--- src/rtl/lpb_pkg.sv ---
// Package: shared types, constants and the CORDIC arctangent table.
`default_nettype none
package lpb_pkg;

    localparam int TAB_LEN = 24;
    localparam int IDX_W   = 5;
    localparam int SQRT_BITS = 12;
    localparam int DEG_ONE = 65536;

    typedef enum logic [1:0] {
        ST_IDLE,
        ST_RUN,
        ST_FIN,
        ST_DONE
    } state_t;

    typedef struct packed {
        logic             load;
        logic             cordic_en;
        logic             sqrt_en;
        logic [IDX_W-1:0] idx;
        logic             finish;
    } cmd_t;

    function automatic logic [22:0] atan_q16(input logic [IDX_W-1:0] i);
        logic [22:0] v;
        case (i)
            5'd0:  v = 23'd2949120;
            5'd1:  v = 23'd1740967;
            5'd2:  v = 23'd919879;
            5'd3:  v = 23'd466945;
            5'd4:  v = 23'd234379;
            5'd5:  v = 23'd117305;
            5'd6:  v = 23'd58666;
            5'd7:  v = 23'd29335;
            5'd8:  v = 23'd14668;
            5'd9:  v = 23'd7334;
            5'd10: v = 23'd3667;
            5'd11: v = 23'd1833;
            5'd12: v = 23'd917;
            5'd13: v = 23'd458;
            5'd14: v = 23'd229;
            5'd15: v = 23'd115;
            5'd16: v = 23'd57;
            5'd17: v = 23'd29;
            5'd18: v = 23'd14;
            5'd19: v = 23'd7;
            5'd20: v = 23'd4;
            5'd21: v = 23'd2;
            5'd22: v = 23'd1;
            default: v = 23'd0;
        endcase
        return v;
    endfunction

endpackage
`default_nettype wire

--- src/rtl/lpb_ctrl.sv ---
// Controller: sequences load, CORDIC and square-root steps, finish and result hold.
`default_nettype none
module lpb_ctrl #(
    parameter int CORDIC_ITERS = 16
) (
    input  wire logic         clk,
    input  wire logic         rst_n,
    input  wire logic         in_valid,
    output logic              in_ready,
    output logic              out_valid,
    input  wire logic         out_ready,
    output lpb_pkg::cmd_t     cmd
);
    import lpb_pkg::*;

    localparam int ITERS_EFF = (CORDIC_ITERS < TAB_LEN) ? CORDIC_ITERS : TAB_LEN;
    localparam int STEPS     = (ITERS_EFF > SQRT_BITS) ? ITERS_EFF : SQRT_BITS;

    state_t           state_reg, state_next;
    logic [IDX_W-1:0] step_reg, step_next;

    always_ff @(posedge clk or negedge rst_n) begin
        if (!rst_n) begin
            state_reg <= ST_IDLE;
            step_reg  <= '0;
        end else begin
            state_reg <= state_next;
            step_reg  <= step_next;
        end
    end

    always_comb begin
        state_next = state_reg;
        step_next  = step_reg;
        case (state_reg)
            ST_IDLE: begin
                step_next = '0;
                if (in_valid) state_next = ST_RUN;
            end
            ST_RUN: begin
                step_next = step_reg + 1'b1;
                if (step_reg == IDX_W'(STEPS - 1)) state_next = ST_FIN;
            end
            ST_FIN:  state_next = ST_DONE;
            ST_DONE: if (out_ready) state_next = ST_IDLE;
            default: state_next = ST_IDLE;
        endcase
    end

    always_comb begin
        in_ready      = 1'b0;
        out_valid     = 1'b0;
        cmd           = '0;
        cmd.idx       = step_reg;
        case (state_reg)
            ST_IDLE: begin
                in_ready = 1'b1;
                cmd.load = in_valid;
            end
            ST_RUN: begin
                cmd.cordic_en = (step_reg < IDX_W'(ITERS_EFF));
                cmd.sqrt_en   = (step_reg < IDX_W'(SQRT_BITS));
            end
            ST_FIN:  cmd.finish = 1'b1;
            ST_DONE: out_valid = 1'b1;
            default: ;
        endcase
    end

    a_one_side: assert property (@(posedge clk) disable iff (!rst_n)
        !(in_ready && out_valid))
        else $error("ready and result valid together");
    a_load_run: assert property (@(posedge clk) disable iff (!rst_n)
        cmd.load |=> (state_reg == ST_RUN && step_reg == '0))
        else $error("load not followed by first step");
    a_fin_done: assert property (@(posedge clk) disable iff (!rst_n)
        cmd.finish |=> out_valid)
        else $error("finish not followed by result");

endmodule
`default_nettype wire

--- src/rtl/lpb_datapath.sv ---
// Datapath: window test, slot count, vectoring CORDIC, bitwise square root.
`default_nettype none
module lpb_datapath #(
    parameter int MAX_POINTS = 271
) (
    input  wire logic        clk,
    input  wire logic        rst_n,
    input  wire lpb_pkg::cmd_t cmd,
    input  wire logic        first_of_scan,
    input  wire logic signed [15:0] x_mm,
    input  wire logic signed [15:0] y_mm,
    output logic             in_window,
    output logic [8:0]       slot,
    output logic             overflow,
    output logic             bin_valid,
    output logic [8:0]       bin_index,
    output logic [11:0]      range_mm
);
    import lpb_pkg::*;

    localparam logic signed [26:0] D45  = 27'(45 * DEG_ONE);
    localparam logic signed [26:0] D90  = 27'(90 * DEG_ONE);
    localparam logic signed [26:0] D135 = 27'(135 * DEG_ONE);
    localparam logic signed [26:0] D180 = 27'(180 * DEG_ONE);
    localparam logic signed [26:0] D270 = 27'(270 * DEG_ONE);

    logic [8:0] count_reg;
    logic       win_reg, swp_reg, xneg_reg, yneg_reg, lo0_reg, eq_reg;
    logic signed [33:0] cx_reg, cy_reg;
    logic signed [24:0] cz_reg;
    logic [22:0] n_reg;
    logic [11:0] r_reg;

    // load-time decode
    logic        win_in;
    logic [15:0] axw, ayw;
    logic [11:0] ax, ay, hi, lo;
    logic        swp;
    logic [8:0]  cnt_base;
    logic        ovf_in;

    always_comb begin
        win_in   = (x_mm >= -16'sd1999) && (x_mm <= 16'sd2003) &&
                   (y_mm >= -16'sd1999) && (y_mm <= 16'sd2003);
        axw      = x_mm[15] ? 16'(-x_mm) : x_mm;
        ayw      = y_mm[15] ? 16'(-y_mm) : y_mm;
        ax       = axw[11:0];
        ay       = ayw[11:0];
        swp      = ay > ax;
        hi       = swp ? ay : ax;
        lo       = swp ? ax : ay;
        cnt_base = first_of_scan ? 9'd0 : count_reg;
        ovf_in   = cnt_base >= 9'(MAX_POINTS);
    end

    always_ff @(posedge clk or negedge rst_n) begin
        if (!rst_n) begin
            count_reg <= '0;
        end else if (cmd.load) begin
            count_reg <= (win_in && !ovf_in) ? cnt_base + 9'd1 : cnt_base;
        end
    end

    // CORDIC step and square-root bit step
    logic signed [33:0] sx, sy;
    logic [11:0] rt;
    logic [23:0] rt_sq;

    always_comb begin
        sx    = cx_reg >>> cmd.idx;
        sy    = cy_reg >>> cmd.idx;
        rt    = r_reg | (12'd1 << (4'(SQRT_BITS - 1) - cmd.idx[3:0]));
        rt_sq = rt * rt;
    end

    // final angle assembly
    logic signed [26:0] zc, a, a0, t, deg;
    always_comb begin
        if (cz_reg < 0)                    zc = '0;
        else if (27'(cz_reg) > D45)        zc = D45;
        else                               zc = 27'(cz_reg);
        a   = lo0_reg ? '0 : (eq_reg ? D45 : zc);
        a0  = swp_reg ? D90 - a : a;
        if (!yneg_reg) t = xneg_reg ? D180 - a0 : a0;
        else           t = xneg_reg ? a0 - D180 : -a0;
        deg = t + D135;
    end

    always_ff @(posedge clk) begin
        if (cmd.load) begin
            win_reg   <= win_in;
            slot      <= win_in ? cnt_base : 9'd0;
            overflow  <= win_in && ovf_in;
            swp_reg   <= swp;
            xneg_reg  <= x_mm[15];
            yneg_reg  <= y_mm[15];
            lo0_reg   <= (lo == 12'd0);
            eq_reg    <= (lo == hi);
            cx_reg    <= $signed({2'b00, hi, 20'd0});
            cy_reg    <= $signed({2'b00, lo, 20'd0});
            cz_reg    <= '0;
            n_reg     <= 23'(ax * ax) + 23'(ay * ay);
            r_reg     <= '0;
        end else begin
            if (cmd.cordic_en) begin
                if (cy_reg > 0) begin
                    cx_reg <= cx_reg + sy;
                    cy_reg <= cy_reg - sx;
                    cz_reg <= cz_reg + $signed({2'b00, atan_q16(cmd.idx)});
                end else begin
                    cx_reg <= cx_reg - sy;
                    cy_reg <= cy_reg + sx;
                    cz_reg <= cz_reg - $signed({2'b00, atan_q16(cmd.idx)});
                end
            end
            if (cmd.sqrt_en && (rt_sq <= {1'b0, n_reg})) r_reg <= rt;
        end
        if (cmd.finish) begin
            in_window <= win_reg;
            if (win_reg && deg >= 0 && deg <= D270) begin
                bin_valid <= 1'b1;
                bin_index <= deg[24:16];
            end else begin
                bin_valid <= 1'b0;
                bin_index <= '0;
            end
            range_mm <= win_reg ? r_reg : 12'd0;
        end
    end

    a_count_cap: assert property (@(posedge clk) disable iff (!rst_n)
        count_reg <= 9'(MAX_POINTS))
        else $error("slot count past limit");
    a_ovf_win: assert property (@(posedge clk) disable iff (!rst_n)
        $past(cmd.finish) && overflow |-> in_window)
        else $error("overflow outside window");
    a_bin_zero: assert property (@(posedge clk) disable iff (!rst_n)
        $past(cmd.finish) && !bin_valid |-> bin_index == 9'd0)
        else $error("bin index without valid");

endmodule
`default_nettype wire

--- src/rtl/lidar_point_window_polar_binner.sv ---
// Top level: lidar point window test, slot count and polar binning.
// Sequence: accept, then the CORDIC and square-root steps (CORDIC_ITERS is capped at 24),
// a finish step, then the result is held until taken.
// One point at a time: a new point is accepted only after the previous result is taken.
// Reset: rst_n asynchronous active low clears the slot count and the controller.
`default_nettype none
module lidar_point_window_polar_binner #(
    parameter int MAX_POINTS   = 271,
    parameter int CORDIC_ITERS = 16
) (
    input  wire logic        clk,
    input  wire logic        rst_n,
    input  wire logic        in_valid,
    output logic             in_ready,
    input  wire logic        first_of_scan,
    input  wire logic signed [15:0] x_mm,
    input  wire logic signed [15:0] y_mm,
    output logic             out_valid,
    input  wire logic        out_ready,
    output logic             in_window,
    output logic [8:0]       slot,
    output logic             overflow,
    output logic             bin_valid,
    output logic [8:0]       bin_index,
    output logic [11:0]      range_mm
);
    import lpb_pkg::*;

    // command bundle from the sequencer to the datapath
    cmd_t cmd;

    // sequence one request: load, iterate, finish, hold until taken
    lpb_ctrl #(.CORDIC_ITERS(CORDIC_ITERS)) u_ctrl (
        .clk       (clk),
        .rst_n     (rst_n),
        .in_valid  (in_valid),
        .in_ready  (in_ready),
        .out_valid (out_valid),
        .out_ready (out_ready),
        .cmd       (cmd)
    );

    // window test and count at load; angle and range over the step cycles
    lpb_datapath #(.MAX_POINTS(MAX_POINTS)) u_dp (
        .clk           (clk),
        .rst_n         (rst_n),
        .cmd           (cmd),
        .first_of_scan (first_of_scan),
        .x_mm          (x_mm),
        .y_mm          (y_mm),
        .in_window     (in_window),
        .slot          (slot),
        .overflow      (overflow),
        .bin_valid     (bin_valid),
        .bin_index     (bin_index),
        .range_mm      (range_mm)
    );

endmodule
`default_nettype wire

--- config.mk ---
export PLATFORM = sky130hd
export DESIGN_NAME = lidar_point_window_polar_binner
export DESIGN_NICKNAME = d
export VERILOG_FILES = /design/src/rtl/lpb_pkg.sv /design/src/rtl/lpb_ctrl.sv /design/src/rtl/lpb_datapath.sv /design/src/rtl/lidar_point_window_polar_binner.sv
export SDC_FILE = /design/constraint.sdc
export NUM_CORES = 2
export LEC_CHECK = 0
export BUFFER_PORTS_ARGS = -buffer_cell sky130_fd_sc_hd__buf_4
export CAP_MARGIN = 20
export CORE_MARGIN = 5
export CORE_UTILIZATION = 45
export CTS_BUF_LIST = sky130_fd_sc_hd__clkbuf_16
export DETAILED_ROUTE_END_ITERATION = 7
export SLEW_MARGIN = 20
export SYNTH_ARGS = -nofsm -noshare
export SYNTH_HDL_FRONTEND = slang
export SYNTH_SLANG_ARGS = --single-unit
--- constraint.sdc ---
create_clock -name clk -period 10.3 [get_ports clk]
set_clock_uncertainty 0.1 [all_clocks]
set_input_delay 0 -clock clk [delete_from_list [all_inputs] [get_ports clk]]
set_output_delay 0 -clock clk [all_outputs]
set_load 0.01 [all_outputs]
* Word-level counts from Yosys, hierarchy flattened *
Memory sizes are Yosys's and may differ from the RTL's.
Cells that the tools add are included.

operators by class
  add/subtract/negate cells = 17
  multiply operators = 3
  $lt $le $gt $ge = 14
  eq/ne operators = 8
  shift operators = 3
  muxes and demuxes = 38
  bitwise operators = 1
  reductions and logical operators = 14

operators by type and width
  operator                                                           count
  2-to-1 mux 27 bit                                                  8
  2-to-1 mux 23 bit                                                  6
  2-to-1 mux 32 bit                                                  4
  adder 34 bit                                                       2
  2-to-1 mux 34 bit                                                  2
  >>> shifter 34 x 5 -> 34 bit                                       2
  subtractor 34 bit                                                  2
  2-to-1 mux 12 bit                                                  4
  multiplier 12 x 12 -> 23 bit                                       2
  > comparator 34 x 1 -> 1 bit (second input constant)               1
  >= comparator 16 x 12 -> 1 bit (second input constant)             2
  less-or-equal comparator 16 x 12 -> 1 bit (second input constant)  2
  adder 27 x 25 -> 27 bit (second input constant)                    1
  >= comparator 27 x 1 -> 1 bit (second input constant)              1
  less-or-equal comparator 27 x 26 -> 1 bit (second input constant)  1
  negator 27 bit                                                     1
  subtractor 24 x 27 -> 27 bit (first input constant)                1
  subtractor 25 x 27 -> 27 bit (first input constant)                1
  subtractor 27 x 25 -> 27 bit (second input constant)               1
  adder 25 x 24 -> 25 bit                                            1
  > comparator 25 x 23 -> 1 bit (second input constant)              1
  less-than comparator 25 x 1 -> 1 bit (second input constant)       1
  2-to-1 mux 25 bit                                                  1
  subtractor 25 x 24 -> 25 bit                                       1
  30 further kinds                                                   49

word-level totals
  register bits after elaboration = 183
  bits in read-only memories = 1408
  output and inout bits = 35
  logic and storage cells = 122
  memories kept = 2

memories
  name             depth  width  rd ports  clocked after Yosys merged registers in  write ports  RTL line       source
  (no name shown)  32     22     1         0                                        0            lpb_pkg.sv:27  case (i)
  (no name shown)  32     22     1         0                                        0            lpb_pkg.sv:27

* Longest topological paths before layout *
  depth after elaboration = 15
  depth in mapped cells = 42

* Cells and area by module *
From an unflattened synthesis, not the netlist that was laid out.

second synthesis, totals
  cell total of the unflattened synthesis = 3734
  area, all modules = 31883.1 um2

modules (own cells, without submodules)
  module        times used  cells an instance  area an instance (um2)  sequential area each (um2)
  lpb_datapath  1           3691               31452.7                 4429.2
  lpb_ctrl      1           43                 430.4                   175.2

* Worst setup path after synthesis *
No wires, ideal clock.

  path type = reg-to-reg
  start point = reg u_ctrl.step_reg[2]
  end point = reg u_dp.r_reg[6]
  setup time = 0.077 ns
  arrival = 8.316 ns
  required time = 10.123 ns
  setup slack = 1.807 ns
  stages on the path, launching flop included = 41
  clock period less this slack = 8.493 ns
  path through = dfrtp_1 > clkbuf_1 > inv_1 > buf_1 > clkbuf_1 > buf_1 > clkbuf_1 > ha_1 > a21o_1 > inv_1 > clkbuf_1 > nor2_1 > fa_1 > ha_1 > fa_1 > ha_1 > inv_1 > fa_1 > [5 not listed] > a21oi_1 > o21bai_1 > a21oi_1 > nor2b_1 > o21a_1 > o21ai_0 > a21oi_1 > a41oi_1 > a21oi_1 > xor2_1 > ha_1 > nand4_1 > nor4_1 > nand2_1 > nand2_1 > o2111ai_1 > clkbuf_1 > o21ai_0

between the ends
  longest elaborated chain between the ends = 6
  elaborated cells between the ends (all ways) = 8
  classes of those cells = add/sub: 1; mul: 1; order compare: 2; shift: 1; mux: 1; bitwise: 1; reduce/logical: 1

RTL lines
  item                                       RTL line             source
  start: declaration                         lpb_ctrl.sv:20       logic [IDX_W-1:0] step_reg, step_next;
  start signal: assignment                   lpb_ctrl.sv:28       step_reg <= step_next;
  subtractor 4 bit                           lpb_datapath.sv:72   rt = r_reg | (12'd1 << (4'(SQRT_BITS - 1) - cmd.idx[3:0]));
  << shifter 1 x 4 -> 12 bit                 lpb_datapath.sv:72
  OR 12 bit                                  lpb_datapath.sv:72
  multiplier 12 x 12 -> 24 bit               lpb_datapath.sv:73   rt_sq = rt * rt;
  less-or-equal comparator 24 x 23 -> 1 bit  lpb_datapath.sv:116  if (cmd.sqrt_en && (rt_sq <= {1'b0, n_reg})) r_reg <= rt;
  logical AND 1 bit                          lpb_datapath.sv:116
  end signal: assignment                     lpb_datapath.sv:116
  end: declaration                           lpb_datapath.sv:32   logic [11:0] r_reg;

Parallel ways exist; a longest one is shown, timed or not.
A chain may end at the register's enable or synchronous reset.

* Worst setup path in the final report *
  start point = reg u_ctrl.step_reg[0]
  end point = reg u_dp.r_reg[8]

between the ends
  longest elaborated chain between the ends = 6
  elaborated cells between the ends (all ways) = 8
  classes of those cells = add/sub: 1; mul: 1; order compare: 2; shift: 1; mux: 1; bitwise: 1; reduce/logical: 1

RTL lines
  item                                       RTL line             source
  subtractor 4 bit                           lpb_datapath.sv:72
  << shifter 1 x 4 -> 12 bit                 lpb_datapath.sv:72
  OR 12 bit                                  lpb_datapath.sv:72
  net u_dp.rt[9]                             lpb_datapath.sv:66   logic [11:0] rt;
  multiplier 12 x 12 -> 24 bit               lpb_datapath.sv:73
  less-or-equal comparator 24 x 23 -> 1 bit  lpb_datapath.sv:116
  logical AND 1 bit                          lpb_datapath.sv:116

The timed path passes the listed nets, and every way through them passes these cells.

==> impl_metrics.yaml <==
route:
  first_pass_iters: 5
  dr.first_iter.drc_count: 2044
  drc: 0
  wirelength_um: 89140
  routedWlPerCell_um: 19.11
  ant_nets: 0
  viasPerCell: 5.755
  num_vias: 26840
hold_path:
  hold_start: "x_mm[0]"
  min_path_type: "input pin to flip-flop"
  holdPathEnd: "u_dp.n_reg[0]"
  min_path_cells: 3
global_route:
  grt_max_degree: 75
  antenna_found_initial: 0
  grt-ovfl-total: 0
  grt_pass1_vias: 26043
  grt_pass1_wl_um: 143200
  track_usage_pct: 23.67
floorplanning:
  initial_core_util_pct: 45.24
  core_area_um2: 69910
  ios: 72
  row_count: 97
  fp.dieW_um: 275.1
  die-area_um2: 75680
  die_h_um: 275.1
final_layout:
  syn_to_final_growth_pct: 7.105
  final_cell_mix: "inv_1 (420), nand2_1 (369), nor2_1 (332)"
  diodes: 0
  nets: 4325
  fill_cells: 6807
  drive_gt1_share_pct: 9.533
  final_common_cell: "inv_1"
yosys:
  syn-num-nets: 4336
  yosys.area.top_type: "fa_1"
  yosysWarnings: 0
  syn_area_per_cell_um2: 8.497
  synth-edff-count: 86
  ys_seq_elements: 183
  synth.top_cell.area_share_pct: 17.53
  netlist_area_um2: 31630
  ys_seq_area_share_pct: 14.56
  synthCells: 3722
  ys_top_cells_by_area: "fa_1 (18%), ha_1 (12%), edfxtp_1 (8.2%)"
  synth_flop_cell: "edfxtp_1"
  synthDistinctLibCells: 105
  synth-async-reset-ratio_pct: 8.743
worst_setup_path:
  arrival_ns: 9.68
  crit-reg2reg-capture: "u_dp.r_reg[8]"
  path_buf_inv: 5
  worst-setup-path-type: "flip-flop to flip-flop"
  critPathLaunchType: "flip-flop"
  slowest_delay_ns: 0.86
  crit_family: "adder cells"
  crit_slowest_cell: "dfrtp_4"
  timing.rr.start: "u_ctrl.step_reg[0]"
  crit_path_end_kind: "flip-flop"
  crit_required_ns: 10.61
  rrSetupSlack_ns: 0.93
  r2r_cells: 29
  critPathMaxFanout: 41
timing:
  tightest_slew_ns: 1.061
  fmax_ghz: 0.1068
  hold_viol: 0
  finalCriticalPeriod_ns: 9.367
  setup_violations: 0
  rsz0062_at_grt: "false"
  slew_headroom_pct: 27.47
  post-route-period-util_pct: 90.94
  fin_setup_tns_ns: 0
  drv_slew: 0
clocking:
  cts_tree: "done"
  clk_pin_slew_ns: 0.08
  cts_buffer_depth: 2
  numCtsBuffers: 17
  cts_sinks: 183
  clk_latency_ns: 0.50
  cts-root-buf: "clkbuf_16"
  cts_htree_levels: 4
job:
  maxCapViolations: 0
placement:
  dpl.hpwl_um: 71080
  gp_congestion: 0.9357
  io_buffers: 71
status:
  status: "completed"
[how the worst max path moves through the flow]
stage	start	end	slack, ns	cells past startpoint
final	u_ctrl.step_reg[0]	u_dp.r_reg[8]	0.93	29
after global routing	u_ctrl.step_reg[0]	u_dp.r_reg[1]	0.22	29
after CTS	u_ctrl.step_reg[0]	u_dp.r_reg[8]	1.02	29
after detailed placement	u_ctrl.step_reg[0]	u_dp.r_reg[0]	1.07	29
after global placement	u_ctrl.step_reg[0]	u_dp.r_reg[1]	1.16	31
after floorplan	u_ctrl.step_reg[2]	u_dp.r_reg[6]	1.81	40
[per-stage QoR]
stage	hold slack, ns	instances	utilization, %	area [um2]	setup WS (ns)
after floorplan	-0.3956	3722	-	31630	1.807
after global routing	0.07485	4664	48.46	33870	0.2171
after CTS	0.02820	4664	48.46	33870	1.023
final	0.08324	4664	48.46	33870	0.9331
after detailed placement	-0.1950	4623	47.39	33130	1.067
after global placement	-0.1934	4623	47.39	33130	1.159
[worst min-delay path: cells and delay by family]
kind / cells / cell delay, ns
buf+inv: 2 / 0.30
fa+ha+maj: 1 / 0.21
[routing by layer]
| metal | wire length, um | track usage [%] | vias up |
|---|---|---|---|
| li1 | - | - | 12920 |
| met4 | 2195 | 6.327 | 0 |
| met2 | 41320 | 38.82 | 867 |
| met5 | 0 | 0 | - |
| met1 | 40280 | 33.08 | 12930 |
| met3 | 5342 | 3.244 | 123 |
[logic make-up after synthesis]
logic type                 count (synthesis)  synth area share [%]
AOI/OAI and AO/OA                        794                 15.91
adders and majority gates                577                 29.40
and+or+nand+nor                         1163                 17.37
muxes                                    170                 8.878
xor gates and xnor gates                 243                 6.789
buffers and inverters                    592                 7.089
DFF                                      183                 14.56
[synth_stat cells, types with 35 or more instances]
cell	count
a21o_1	58
a21oi_1	258
and2_1	49
clkbuf_1	128
dfxtp_1	81
edfxtp_1	86
fa_1	277
ha_1	300
inv_1	421
mux2i_1	51
mux4_2	84
nand2_1	371
nand2b_1	36
nand3_1	66
nand4_1	35
nor2_1	334
nor2b_1	35
nor3_1	71
o21ai_0	181
xnor2_1	159
xor2_1	83
[final cells by class]
cell class	instances	area, um2	share of cell area, %
Clock buffer	17	425.4	1.256
Tap cell	940	1176	3.472
Sequential cell	183	4613	13.62
Clock inverter	15	226.5	0.6686
Multi-Input combinational cell	2947	24800	73.22
Inverter	430	1617	4.772
Timing Repair Buffer	132	1013	2.992
[repair_timing]
action	4_1_cts	5_1_grt
setup buffers	0	0
resized for setup	0	0
hold endpoints to repair	32	0
hold buffers	9	0
Power is not shown: default switching activity piles up to over one toggle a cycle in this logic, so the estimate is an artifact.
